## src/rtl/phlc_pkg.sv

```systemverilog
// ----------------------------------------------------------------------------
// phlc_pkg
// Shared types and codes for the horizontal-line polygon clipper.
// ----------------------------------------------------------------------------
package phlc_pkg;

    // kind of point loaded into the output register
    localparam logic [1:0] KIND_VERTEX = 2'd0;
    localparam logic [1:0] KIND_CROSS  = 2'd1;
    localparam logic [1:0] KIND_MARK   = 2'd2;

    // bit positions in the output tuser
    localparam int TUSER_VALID = 0;
    localparam int TUSER_DONE  = 1;

    // controller -> datapath
    typedef struct packed {
        logic       accept;     // capture the input vertex
        logic       setup;      // load crossing operands
        logic       prep;       // form 3*b for the radix-4 multiply
        logic       mul;        // one radix-4 multiply step
        logic       div;        // one restoring divide step
        logic       out_ld;     // load the output register
        logic [1:0] out_kind;
        logic       out_end;
        logic       out_done;
        logic       edge_sel;   // 0: previous -> current, 1: current -> first
        logic       item_end;   // roll current vertex into previous
    } t_cmd;

    // datapath -> controller
    typedef struct packed {
        logic have_first;
        logic last;
        logic above_prev;
        logic above_cur;
        logic above_first;
        logic out_free;
    } t_stat;

endpackage

```

## src/rtl/phlc_ctrl.sv

```systemverilog
// ----------------------------------------------------------------------------
// phlc_ctrl
// Sequencer: walks the four result slots of an item (vertex and crossing of
// the incoming edge, vertex and crossing of the closing edge) and runs the
// multiply/divide iterations of the datapath for each crossing.
// ----------------------------------------------------------------------------
module phlc_ctrl #(
    parameter int COORD_WIDTH = 32
) (
    input  logic            i_clk,
    input  logic            i_rst_n,
    input  logic            i_in_valid,
    output logic            o_in_ready,
    input  phlc_pkg::t_stat i_stat,
    output phlc_pkg::t_cmd  o_cmd
);

    localparam int MH = (COORD_WIDTH + 1) / 2;   // radix-4 multiply steps
    localparam int CW = $clog2(COORD_WIDTH);

    localparam logic [3:0] ST_IDLE  = 4'd0;
    localparam logic [3:0] ST_SCAN  = 4'd1;
    localparam logic [3:0] ST_VOUT  = 4'd2;
    localparam logic [3:0] ST_XSET  = 4'd3;
    localparam logic [3:0] ST_XPREP = 4'd4;
    localparam logic [3:0] ST_XMUL  = 4'd5;
    localparam logic [3:0] ST_XDIV  = 4'd6;
    localparam logic [3:0] ST_XOUT  = 4'd7;
    localparam logic [3:0] ST_FIN   = 4'd8;

    localparam logic [1:0] SLOT_V0 = 2'd0;
    localparam logic [1:0] SLOT_X0 = 2'd1;
    localparam logic [1:0] SLOT_V1 = 2'd2;
    localparam logic [1:0] SLOT_X1 = 2'd3;

    logic [3:0]    r_state, n_state;
    logic [1:0]    r_slot, n_slot;
    logic [CW-1:0] r_cnt, n_cnt;
    logic [3:0]    slot_en;
    logic          later;
    logic          slot_end;
    logic          none_out;

    // which results this item produces
    always_comb begin
        slot_en[SLOT_V0] = i_stat.have_first & i_stat.above_prev;
        slot_en[SLOT_X0] = i_stat.have_first & (i_stat.above_prev ^ i_stat.above_cur);
        slot_en[SLOT_V1] = i_stat.last & i_stat.above_cur;
        slot_en[SLOT_X1] = i_stat.last & (i_stat.above_cur ^ i_stat.above_first);
        none_out         = ~|slot_en;
    end

    always_comb begin
        case (r_slot)
            SLOT_V0: later = |slot_en[3:1];
            SLOT_X0: later = |slot_en[3:2];
            SLOT_V1: later = slot_en[3];
            default: later = 1'b0;
        endcase
        slot_end = ~later;
    end

    always_comb begin
        n_state         = r_state;
        n_slot          = r_slot;
        n_cnt           = r_cnt;
        o_cmd           = '0;
        o_cmd.edge_sel  = r_slot[1];
        o_cmd.out_end   = slot_end;
        o_cmd.out_done  = i_stat.last & slot_end;
        o_cmd.out_kind  = phlc_pkg::KIND_VERTEX;
        o_in_ready      = (r_state == ST_IDLE);
        case (r_state)
            ST_IDLE: begin
                if (i_in_valid) begin
                    o_cmd.accept = 1'b1;
                    n_slot       = SLOT_V0;
                    n_state      = ST_SCAN;
                end
            end
            ST_SCAN: begin
                if (slot_en[r_slot]) begin
                    n_state = r_slot[0] ? ST_XSET : ST_VOUT;
                end else if (r_slot == SLOT_X1) begin
                    n_state = ST_FIN;
                end else begin
                    n_slot = r_slot + 2'd1;
                end
            end
            ST_VOUT: begin
                if (i_stat.out_free) begin
                    o_cmd.out_ld = 1'b1;
                    n_slot       = r_slot + 2'd1;
                    n_state      = (r_slot == SLOT_X1) ? ST_FIN : ST_SCAN;
                end
            end
            ST_XSET: begin
                o_cmd.setup = 1'b1;
                n_cnt       = '0;
                n_state     = ST_XPREP;
            end
            ST_XPREP: begin
                o_cmd.prep = 1'b1;
                n_state    = ST_XMUL;
            end
            ST_XMUL: begin
                o_cmd.mul = 1'b1;
                if (r_cnt == CW'(MH - 1)) begin
                    n_cnt   = '0;
                    n_state = ST_XDIV;
                end else begin
                    n_cnt = r_cnt + CW'(1);
                end
            end
            ST_XDIV: begin
                o_cmd.div = 1'b1;
                if (r_cnt == CW'(COORD_WIDTH - 1)) begin
                    n_state = ST_XOUT;
                end else begin
                    n_cnt = r_cnt + CW'(1);
                end
            end
            ST_XOUT: begin
                o_cmd.out_kind = phlc_pkg::KIND_CROSS;
                if (i_stat.out_free) begin
                    o_cmd.out_ld = 1'b1;
                    n_slot       = r_slot + 2'd1;
                    n_state      = (r_slot == SLOT_X1) ? ST_FIN : ST_SCAN;
                end
            end
            ST_FIN: begin
                // a last vertex with nothing kept still closes the polygon
                o_cmd.out_kind = phlc_pkg::KIND_MARK;
                o_cmd.out_end  = 1'b1;
                o_cmd.out_done = 1'b1;
                if (i_stat.last && none_out) begin
                    if (i_stat.out_free) begin
                        o_cmd.out_ld   = 1'b1;
                        o_cmd.item_end = 1'b1;
                        n_state        = ST_IDLE;
                    end
                end else begin
                    o_cmd.item_end = 1'b1;
                    n_state        = ST_IDLE;
                end
            end
            default: begin
                n_state = ST_IDLE;
            end
        endcase
    end

    always_ff @(posedge i_clk) begin
        if (!i_rst_n) begin
            r_state <= ST_IDLE;
            r_slot  <= SLOT_V0;
            r_cnt   <= '0;
        end else begin
            r_state <= n_state;
            r_slot  <= n_slot;
            r_cnt   <= n_cnt;
        end
    end

    a_ld_free: assert property (@(posedge i_clk) disable iff (!i_rst_n)
        o_cmd.out_ld |-> i_stat.out_free)
        else $error("output loaded while occupied");

    a_end_idle: assert property (@(posedge i_clk) disable iff (!i_rst_n)
        o_cmd.item_end |=> (r_state == ST_IDLE))
        else $error("item end did not return to idle");

endmodule

```

## src/rtl/phlc_dp.sv

```systemverilog
// ----------------------------------------------------------------------------
// phlc_dp
// Datapath: vertex registers, cut level, edge operand select, iterative
// radix-4 multiplier and restoring divider for the crossing x, and the
// output register.
// ----------------------------------------------------------------------------
module phlc_dp #(
    parameter int COORD_WIDTH = 32
) (
    input  logic                   i_clk,
    input  logic                   i_rst_n,
    input  logic                   i_cfg_wen,
    input  logic [COORD_WIDTH-1:0] i_cfg_wdata,
    input  logic [COORD_WIDTH-1:0] i_vx,
    input  logic [COORD_WIDTH-1:0] i_vy,
    input  logic                   i_last,
    input  phlc_pkg::t_cmd         i_cmd,
    output phlc_pkg::t_stat        o_stat,
    input  logic                   i_oready,
    output logic                   o_ovalid,
    output logic [COORD_WIDTH-1:0] o_px,
    output logic [COORD_WIDTH-1:0] o_py,
    output logic                   o_pvalid,
    output logic                   o_end,
    output logic                   o_done
);

    localparam int W  = COORD_WIDTH;
    localparam int MH = (W + 1) / 2;
    localparam int AW = 2 * MH;
    localparam int PW = 2 * W;

    logic [W-1:0]  r_cut;
    logic [W-1:0]  r_first_x, r_first_y, r_prev_x, r_prev_y, r_cur_x, r_cur_y;
    logic          r_last, r_have_first;
    logic [AW-1:0] r_ma;
    logic [W-1:0]  r_mb, r_md, r_x0;
    logic [W+1:0]  r_mb3;
    logic [PW-1:0] r_acc;
    logic          r_neg;
    logic          r_ovalid, r_pvalid, r_end, r_done;
    logic [W-1:0]  r_px, r_py;

    logic [W-1:0]  p0x, p0y, p1x, p1y;
    logic [W:0]    num_w, dx_w, dy_w, num_n, dx_n, dy_n;
    logic [W-1:0]  mag_a, mag_b, mag_d;
    logic [PW-1:0] addend;
    logic [W:0]    dv_t, dv_diff;
    logic          dv_ge;
    logic [W:0]    qx;
    logic [W+1:0]  x_sum;
    logic [W-1:0]  x_sat;
    logic          out_free;

    assign p0x = i_cmd.edge_sel ? r_cur_x   : r_prev_x;
    assign p0y = i_cmd.edge_sel ? r_cur_y   : r_prev_y;
    assign p1x = i_cmd.edge_sel ? r_first_x : r_cur_x;
    assign p1y = i_cmd.edge_sel ? r_first_y : r_cur_y;

    // crossing operands as sign and magnitude
    always_comb begin
        num_w = {r_cut[W-1], r_cut} - {p0y[W-1], p0y};
        dx_w  = {p1x[W-1], p1x} - {p0x[W-1], p0x};
        dy_w  = {p1y[W-1], p1y} - {p0y[W-1], p0y};
        num_n = -num_w;
        dx_n  = -dx_w;
        dy_n  = -dy_w;
        mag_a = num_w[W] ? num_n[W-1:0] : num_w[W-1:0];
        mag_b = dx_w[W]  ? dx_n[W-1:0]  : dx_w[W-1:0];
        mag_d = dy_w[W]  ? dy_n[W-1:0]  : dy_w[W-1:0];
    end

    always_comb begin
        case (r_ma[AW-1 -: 2])
            2'd0:    addend = '0;
            2'd1:    addend = PW'(r_mb);
            2'd2:    addend = PW'({r_mb, 1'b0});
            default: addend = PW'(r_mb3);
        endcase
    end

    // restoring divide: high half is the remainder, low half fills with quotient
    always_comb begin
        dv_t    = {r_acc[PW-1:W], r_acc[W-1]};
        dv_diff = dv_t - {1'b0, r_md};
        dv_ge   = (dv_t >= {1'b0, r_md});
    end

    // x0 + signed quotient, negation folded into the carry-in, then saturate
    always_comb begin
        qx    = {1'b0, r_acc[W-1:0]} ^ {(W+1){r_neg}};
        x_sum = {{2{r_x0[W-1]}}, r_x0} + {qx[W], qx} + (W+2)'(r_neg);
        if (x_sum[W+1:W-1] == 3'b000 || x_sum[W+1:W-1] == 3'b111) begin
            x_sat = x_sum[W-1:0];
        end else if (x_sum[W+1]) begin
            x_sat = {1'b1, {(W-1){1'b0}}};
        end else begin
            x_sat = {1'b0, {(W-1){1'b1}}};
        end
    end

    assign out_free = ~r_ovalid | i_oready;

    always_comb begin
        o_stat.have_first  = r_have_first;
        o_stat.last        = r_last;
        o_stat.above_prev  = ($signed(r_prev_y)  >= $signed(r_cut));
        o_stat.above_cur   = ($signed(r_cur_y)   >= $signed(r_cut));
        o_stat.above_first = ($signed(r_first_y) >= $signed(r_cut));
        o_stat.out_free    = out_free;
    end

    // control and configuration
    always_ff @(posedge i_clk) begin
        if (!i_rst_n) begin
            r_cut        <= '0;
            r_have_first <= 1'b0;
            r_last       <= 1'b0;
            r_ovalid     <= 1'b0;
        end else begin
            if (i_cfg_wen) begin
                r_cut <= i_cfg_wdata;
            end
            if (i_cmd.accept) begin
                r_last <= i_last;
            end
            if (i_cmd.item_end) begin
                r_have_first <= ~r_last;
            end
            if (i_cmd.out_ld) begin
                r_ovalid <= 1'b1;
            end else if (i_oready) begin
                r_ovalid <= 1'b0;
            end
        end
    end

    // vertex store and arithmetic
    always_ff @(posedge i_clk) begin
        if (i_cmd.accept) begin
            r_cur_x <= i_vx;
            r_cur_y <= i_vy;
            if (!r_have_first) begin
                r_first_x <= i_vx;
                r_first_y <= i_vy;
            end
        end
        if (i_cmd.item_end) begin
            r_prev_x <= r_cur_x;
            r_prev_y <= r_cur_y;
        end
        if (i_cmd.setup) begin
            r_ma  <= AW'(mag_a);
            r_mb  <= mag_b;
            r_md  <= mag_d;
            r_neg <= num_w[W] ^ dx_w[W] ^ dy_w[W];
            r_x0  <= p0x;
            r_acc <= '0;
        end
        if (i_cmd.prep) begin
            r_mb3 <= {2'b00, r_mb} + {1'b0, r_mb, 1'b0};
        end
        if (i_cmd.mul) begin
            r_acc <= {r_acc[PW-3:0], 2'b00} + addend;
            r_ma  <= {r_ma[AW-3:0], 2'b00};
        end
        if (i_cmd.div) begin
            r_acc <= {(dv_ge ? dv_diff[W-1:0] : dv_t[W-1:0]), r_acc[W-2:0], dv_ge};
        end
    end

    // output register
    always_ff @(posedge i_clk) begin
        if (i_cmd.out_ld) begin
            r_end  <= i_cmd.out_end;
            r_done <= i_cmd.out_done;
            case (i_cmd.out_kind)
                phlc_pkg::KIND_VERTEX: begin
                    r_px     <= p0x;
                    r_py     <= p0y;
                    r_pvalid <= 1'b1;
                end
                phlc_pkg::KIND_CROSS: begin
                    r_px     <= x_sat;
                    r_py     <= r_cut;
                    r_pvalid <= 1'b1;
                end
                default: begin
                    r_px     <= '0;
                    r_py     <= '0;
                    r_pvalid <= 1'b0;
                end
            endcase
        end
    end

    assign o_ovalid = r_ovalid;
    assign o_px     = r_px;
    assign o_py     = r_py;
    assign o_pvalid = r_pvalid;
    assign o_end    = r_end;
    assign o_done   = r_done;

    a_cross_div: assert property (@(posedge i_clk) disable iff (!i_rst_n)
        (i_cmd.out_ld && i_cmd.out_kind == phlc_pkg::KIND_CROSS) |-> (r_md != '0))
        else $error("crossing with zero dy");

    a_done_end: assert property (@(posedge i_clk) disable iff (!i_rst_n)
        (r_ovalid && r_done) |-> r_end)
        else $error("polygon done without end of run");

    a_mark_done: assert property (@(posedge i_clk) disable iff (!i_rst_n)
        (r_ovalid && !r_pvalid) |-> r_done)
        else $error("empty marker outside polygon end");

endmodule

```

## src/rtl/polygon_horizontal_line_clip.sv

```systemverilog
// ----------------------------------------------------------------------------
// polygon_horizontal_line_clip
// Clips a streamed closed polygon to the half-plane y >= cut level.
//
//  channel  dir  data                                      marker
//  -------  ---  ----------------------------------------  ----------------
//  s_axis   in   tdata: vertex_x, vertex_y                 tlast: last_vertex
//  m_axis   out  tdata: point_x, point_y                    tlast: end_of_run
//                tuser: point_valid, polygon_done
//  cfg      in   i_cfg_wdata: cut_level on i_cfg_wen        -
//
// One item at a time. An item walks its result slots and loads an output for each
// kept vertex; each edge crossing also runs the iterative radix-4 multiplier and
// the one-bit-per-cycle divider.
// Synchronous active-low reset clears the cut level and polygon state.
// A stalled output holds the block in its current step; the next item is
// taken while the last result of the previous one still waits.
// ----------------------------------------------------------------------------
module polygon_horizontal_line_clip #(
    parameter int COORD_WIDTH = 32
) (
    input  logic                 i_clk,
    input  logic                 i_rst_n,
    input  logic                 i_cfg_wen,
    input  logic [COORD_WIDTH-1:0] i_cfg_wdata,
    input  logic                 s_axis_tvalid,
    output logic                 s_axis_tready,
    // vertex_x, vertex_y from bit 0 up, zero pad to bytes
    input  logic [((2*COORD_WIDTH+7)/8)*8-1:0] s_axis_tdata,
    input  logic                 s_axis_tlast,
    output logic                 m_axis_tvalid,
    input  logic                 m_axis_tready,
    // point_x, point_y from bit 0 up, zero pad to bytes
    output logic [((2*COORD_WIDTH+7)/8)*8-1:0] m_axis_tdata,
    // point_valid, polygon_done from bit 0 up
    output logic [1:0]           m_axis_tuser,
    output logic                 m_axis_tlast
);

    localparam int W  = COORD_WIDTH;
    localparam int DW = ((2 * W + 7) / 8) * 8;

    phlc_pkg::t_cmd  cmd;
    phlc_pkg::t_stat stat;
    logic [W-1:0]    px, py;
    logic            pvalid, done;

    phlc_ctrl #(
        .COORD_WIDTH (W)
    ) u_ctrl (
        .i_clk      (i_clk),
        .i_rst_n    (i_rst_n),
        .i_in_valid (s_axis_tvalid),
        .o_in_ready (s_axis_tready),
        .i_stat     (stat),
        .o_cmd      (cmd)
    );

    phlc_dp #(
        .COORD_WIDTH (W)
    ) u_dp (
        .i_clk       (i_clk),
        .i_rst_n     (i_rst_n),
        .i_cfg_wen   (i_cfg_wen),
        .i_cfg_wdata (i_cfg_wdata),
        .i_vx        (s_axis_tdata[W-1:0]),
        .i_vy        (s_axis_tdata[2*W-1:W]),
        .i_last      (s_axis_tlast),
        .i_cmd       (cmd),
        .o_stat      (stat),
        .i_oready    (m_axis_tready),
        .o_ovalid    (m_axis_tvalid),
        .o_px        (px),
        .o_py        (py),
        .o_pvalid    (pvalid),
        .o_end       (m_axis_tlast),
        .o_done      (done)
    );

    assign m_axis_tdata                       = DW'({py, px});
    assign m_axis_tuser[phlc_pkg::TUSER_VALID] = pvalid;
    assign m_axis_tuser[phlc_pkg::TUSER_DONE]  = done;

endmodule
```

## config.mk

```make
export PLATFORM = sky130hd
export DESIGN_NAME = polygon_horizontal_line_clip
export DESIGN_NICKNAME = d
export VERILOG_FILES = /design/src/rtl/phlc_pkg.sv /design/src/rtl/phlc_ctrl.sv /design/src/rtl/phlc_dp.sv /design/src/rtl/polygon_horizontal_line_clip.sv
export SDC_FILE = /design/constraint.sdc
export NUM_CORES = 2
export LEC_CHECK = 0
export ABC_AREA = 1
export BUFFER_PORTS_ARGS = -buffer_cell sky130_fd_sc_hd__buf_2
export CORE_ASPECT_RATIO = 1.4
export CORE_MARGIN = 2
export CORE_UTILIZATION = 40
export CTS_CLUSTER_DIAMETER = 30
export DETAILED_ROUTE_END_ITERATION = 8
export HOLD_SLACK_MARGIN = 0.08
export SYNTH_ARGS = -nofsm -noshare
export SYNTH_HDL_FRONTEND = slang
export SYNTH_HIERARCHICAL = 1
export SYNTH_SLANG_ARGS = --single-unit
```

## constraint.sdc

```tcl
create_clock -name i_clk -period 28.4 [get_ports i_clk]
set_input_delay 8.52 -clock i_clk [delete_from_list [all_inputs] [get_ports i_clk]]
set_output_delay 8.52 -clock i_clk [all_outputs]
set_load 0.005 [all_outputs]
```

* Word-level counts from Yosys, hierarchy flattened
Cells that the tools add are included.
Cells by class: $add $sub $neg 13, $lt $le $gt $ge 5, equal/unequal tests 26, mux-type cells 55, bitwise gates (word level) 15, reductions and logical operators 22
Operators by type and width (number):
- $mux 32 | 12
- $mux 64 | 3
- $pmux 32 s2 | 2
- $pmux 34 s3 | 1
- $sub 32x32->33 | 3
- $ge 32x32->1 | 3
- $neg 32->32 | 3
- $add 32x33->34 | 2
- $add 64x34->64 | 1
- $mux 4 | 9
- $add 34x1->34 | 1
- $ge 33x32->1 | 1
- $xor 32x33->33 | 1
- $pmux 4 s8 | 1
- $sub 32x32->32 | 1
- $eq 4x3->1 const B | 4
- $mux 1 | 15
- $pmux 5 s3 | 1
- $mux 5 | 2
- $reduce_bool 3->1 | 3
- $eq 4x2->1 const B | 2
- $mux 2 | 4
- $ne 2x2->1 const B | 4
- $eq 2x1->1 const B | 3
- other kinds (34) | 54
Storage, ports and cells: bits in registers 532, input bits 102, output and inout bits 69, logic and storage cells 162

* Logic depth before layout (Yosys ltp)
word-level depth 9, mapped depth 30

* By module
The synthesis kept the hierarchy.
Modules (own cells, without submodules):
- phlc_dp | times used 1, cells each 5501, area an instance 40762.8 µm², seq. area each 15274.6 µm²
- phlc_ctrl | times used 1, cells each 174, area an instance 1041.0 µm², seq. area each 220.2 µm²
- polygon_horizontal_line_clip | times used 1, cells each 2, area an instance 15.0 µm², seq. area each 0.0 µm²

* Worst setup path before layout
OpenSTA, ideal clock, no wires.
path type in2reg, from input s_axis_tvalid, to register u_dp.r_first_x[0] (enable), data arrival time 14.317 ns, required time 27.914 ns, path slack 13.597 ns, stages 4, buffers on the path 0, path through inv_1 > nor2_1 > inv_1 > nor2_1
RTL lines:
- start, declared | line polygon_horizontal_line_clip.sv:26 | input logic s_axis_tvalid,
- end signal, assigned | line phlc_dp.sv:144 | r_first_x <= i_vx;
- end, declared | line phlc_dp.sv:34 | logic [W-1:0] r_first_x, r_first_y, r_prev_x, r_prev_y, r_cur_x, r_cur_y;

* Final worst setup path
from register u_ctrl.r_state[1], to output s_axis_tready
On the way: longest elaborated chain between the ends 1
RTL lines:
- start, declared | line phlc_ctrl.sv:36 | logic [3:0] r_state, n_state;
- start signal, assigned | line phlc_ctrl.sv:159 | r_state <= n_state;
- $logic_not 4->1 | line phlc_ctrl.sv:72 | o_in_ready = (r_state == ST_IDLE);
- end, declared | line polygon_horizontal_line_clip.sv:27 | output logic s_axis_tready,
Every way passes these cells.

==> results.json <==
{
  "status": "completed",
  "die_x_microns": 277,
  "stdcell_count": 7307,
  "syn_area_sq_um": 41800,
  "dp.cells": 7122,
  "pwr-share-clk_pct": 28.8,
  "regArea_sq_um": 15500,
  "worstSetupEndpointType": "primary output",
  "clock_sinks": 532,
  "cp_data_required_time_ns": 19.88,
  "ys_top_cells_by_area": "edfxtp_1 (35%), nand2_1 (14%), ha_1 (10%), inv_1 (7.5%), o21ai_0 (5.1%)",
  "final_cell_mix": "nand2_1 (1515), inv_1 (832), nor2_1 (508)",
  "fmax_mhz": 97.9,
  "grt_overflow_total": 0,
  "drc": 0,
  "die_area_sq_um": 107000,
  "ys_seq_area_share_pct": 37.1,
  "cts_setup_buffers": 0,
  "p_switching_w": 0.00198,
  "initial_utilization_pct": 40.3,
  "crit_fanout": 6,
  "crit_arrival_ns": 1.70,
  "viasPerCell": 5.32,
  "ir_drop_mv": 0.0690,
  "cts-buffers-inserted": 99,
  "grt_max_degree": 103,
  "clock_skew_ns": 0.0416,
  "slew_headroom_pct": 15.3,
  "clk_path_buf_depth": 3,
  "largestRegisters": "u_dp/r_acc x64, u_dp/r_mb3 x34",
  "layout_commonest_cell": "nand2_1",
  "antenna_found_initial": 3,
  "die_y_microns": 387,
  "whs_ns": 0.446,
  "post_cts_resized": 0,
  "gp_congestion": 0.985,
  "io_buffers": 170,
  "fin_area_sq_um": 47800,
  "p_leak_nw": 21.6,
  "synth-edff-count": 484,
  "htree_levels": 3,
  "grt_setup_unrepaired": "no",
  "ios": 171,
  "worst_pin_slew_ns": 1.26,
  "period_minus_slack_ns": 10.22,
  "first_iter_violations": 3011,
  "hold_viol": 0,
  "ys.flop_type": "edfxtp_1",
  "setup-violations-final": 0,
  "multi_input_area_sq_um": 22700,
  "syn2layout_area_growth_pct": 14.4,
  "p_total_w": 0.00442,
  "wl_per_cell_microns": 19.6,
  "clk_latency_ns": 0.71,
  "routed_wirelength_microns": 143000,
  "largest_reg_flops": 64,
  "fin_tns_setup_ns": 0,
  "detailedRoute.firstPassIterationCount": 6,
  "nets": 6317,
  "grtUsageTotal_pct": 26.1,
  "p_comb_share_pct": 46.6,
  "vias": 38800,
  "core_sq_um": 104000,
  "syn_area_per_cell_sq_um": 7.37,
  "finalMaxSlewViolations": 0,
  "fillers": 10500,
  "ctsHoldBuffers": 0,
  "syn_nets": 6120,
  "maxCapViolations": 0,
  "synth.distinct_cells": 65,
  "critical_path_class": "reg2out",
  "tritoncts": "built",
  "sw_frac_of_total_pct": 44.9,
  "grt_pass1_vias": 37100,
  "synth.top_cell.area_share_pct": 34.8,
  "diodes": 0,
  "dpl.hpwl_microns": 117000,
  "p_per_area_nw_per_um2": 92.4,
  "syn-instance-count": 5677,
  "regMostFlops": "u_dp/r_acc",
  "ys_seq_elements": 532,
  "hold_class": "reg2reg",
  "antenna_left": 0,
  "dpl-instance-area_sq_um": 44200,
  "post-route-period-util_pct": 36.0,
  "drive_gt1_share_pct": 7.69,
  "clk_pin_slew_worst_paths_ns": 0.05,
  "root_buffer": "clkbuf_16",
  "p_int_w": 0.00243,
  "yosys_warnings": 6,
  "critPathLaunchType": "register",
  "grt_pass1_wl_microns": 216000,
  "rows": 140,
  "seqPwrFrac_pct": 24.6,
  "async_flop_share_pct": 0,
  "synth.largest_area_cell": "edfxtp_1"
}
==> final cells by class <==
| type | count | area share [%] |
|---|---|---|
| multi-input combinational | 4189 | 47.5 |
| sequential | 532 | 32.4 |
| inverter | 845 | 6.64 |
| clock buffer | 107 | 5.35 |
| tap | 1349 | 3.53 |
| timing repair buffer | 207 | 2.36 |
| clock inverter | 78 | 2.22 |
==> worst paths after layout <==
kind,from,endpoint,slack (ns),cells past startpoint
worst max-delay path,u_ctrl/r_state[1]$_SDFFE_PN0P_,s_axis_tready,18.18,4
worst min-delay path,u_dp/r_cur_x[8]$_DFFE_PP_,u_dp/r_prev_x[8]$_DFFE_PP_,0.45,0
worst max register to register,u_ctrl/r_slot[1]$_SDFFE_PN0P_,u_dp/r_md[10]$_DFFE_PP_,22.24,18
worst min register to register,u_dp/r_cur_x[8]$_DFFE_PP_,u_dp/r_prev_x[8]$_DFFE_PP_,0.45,0
==> power by group through the flow <==
stage | clock (W) | combinational [W] | sequential [W]
after floorplan | 0 | 0.00139 | 0.00108
after global placement | 0 | 0.00202 | 0.00110
after detailed placement | 0 | 0.00202 | 0.00110
after CTS | 0.00129 | 0.00203 | 0.00109
after global routing | 0.00133 | 0.00228 | 0.00109
final | 0.00127 | 0.00206 | 0.00109
==> critical path: stages (launching register included) <==
cell     delay (ns)
dfxtp_1        0.38
nor2_1         0.17
inv_1          0.11
nor2_2         0.18
buf_2          0.16
==> per-layer routing <==
metal  track usage (%)  part of all wire (%)
met3              3.11                   5.0
met2              43.7                    47
met1              32.9                    43
met5                 0                0.0091
met4              13.6                   5.4
==> cell usage after synthesis, drive strengths merged (8+ instances only) <==
master  instances
a211oi          8
o221ai         22
o22ai          46
o21a           14
nor3           65
ha            334
o21ai         451
and2            9
nor2          529
buf            38
a21boi         15
nand4          96
dfxtp          48
o211ai         12
xor2          143
xnor2          56
a21oi         403
o31ai          10
or2            11
nand3b         17
nor4           16
inv           841
o21bai         25
a21o           19
nand2        1527
nand3         300
a31oi          32
edfxtp        484
clkbuf         73
==> cell families (layout without fill, tap and decap cells) <==
group	count (synthesis)	count (layout)	share of synthesized area, %
compound gates	1070	1070	14.0
xor+xnor	199	199	4.26
fa+ha+maj	341	341	10.3
buf+inv	956	1237	8.77
flops	532	532	37.1
simple gates	2579	2579	25.5
==> through the flow <==
stage	util (%)	worst slack, ns
floorplan	-	13.60
global placement	42.6	17.94
detailed placement	42.6	17.87
CTS	46.0	18.11
global route	46.0	18.04
finish	46.0	18.18
(Power assumes the default switching activity.)
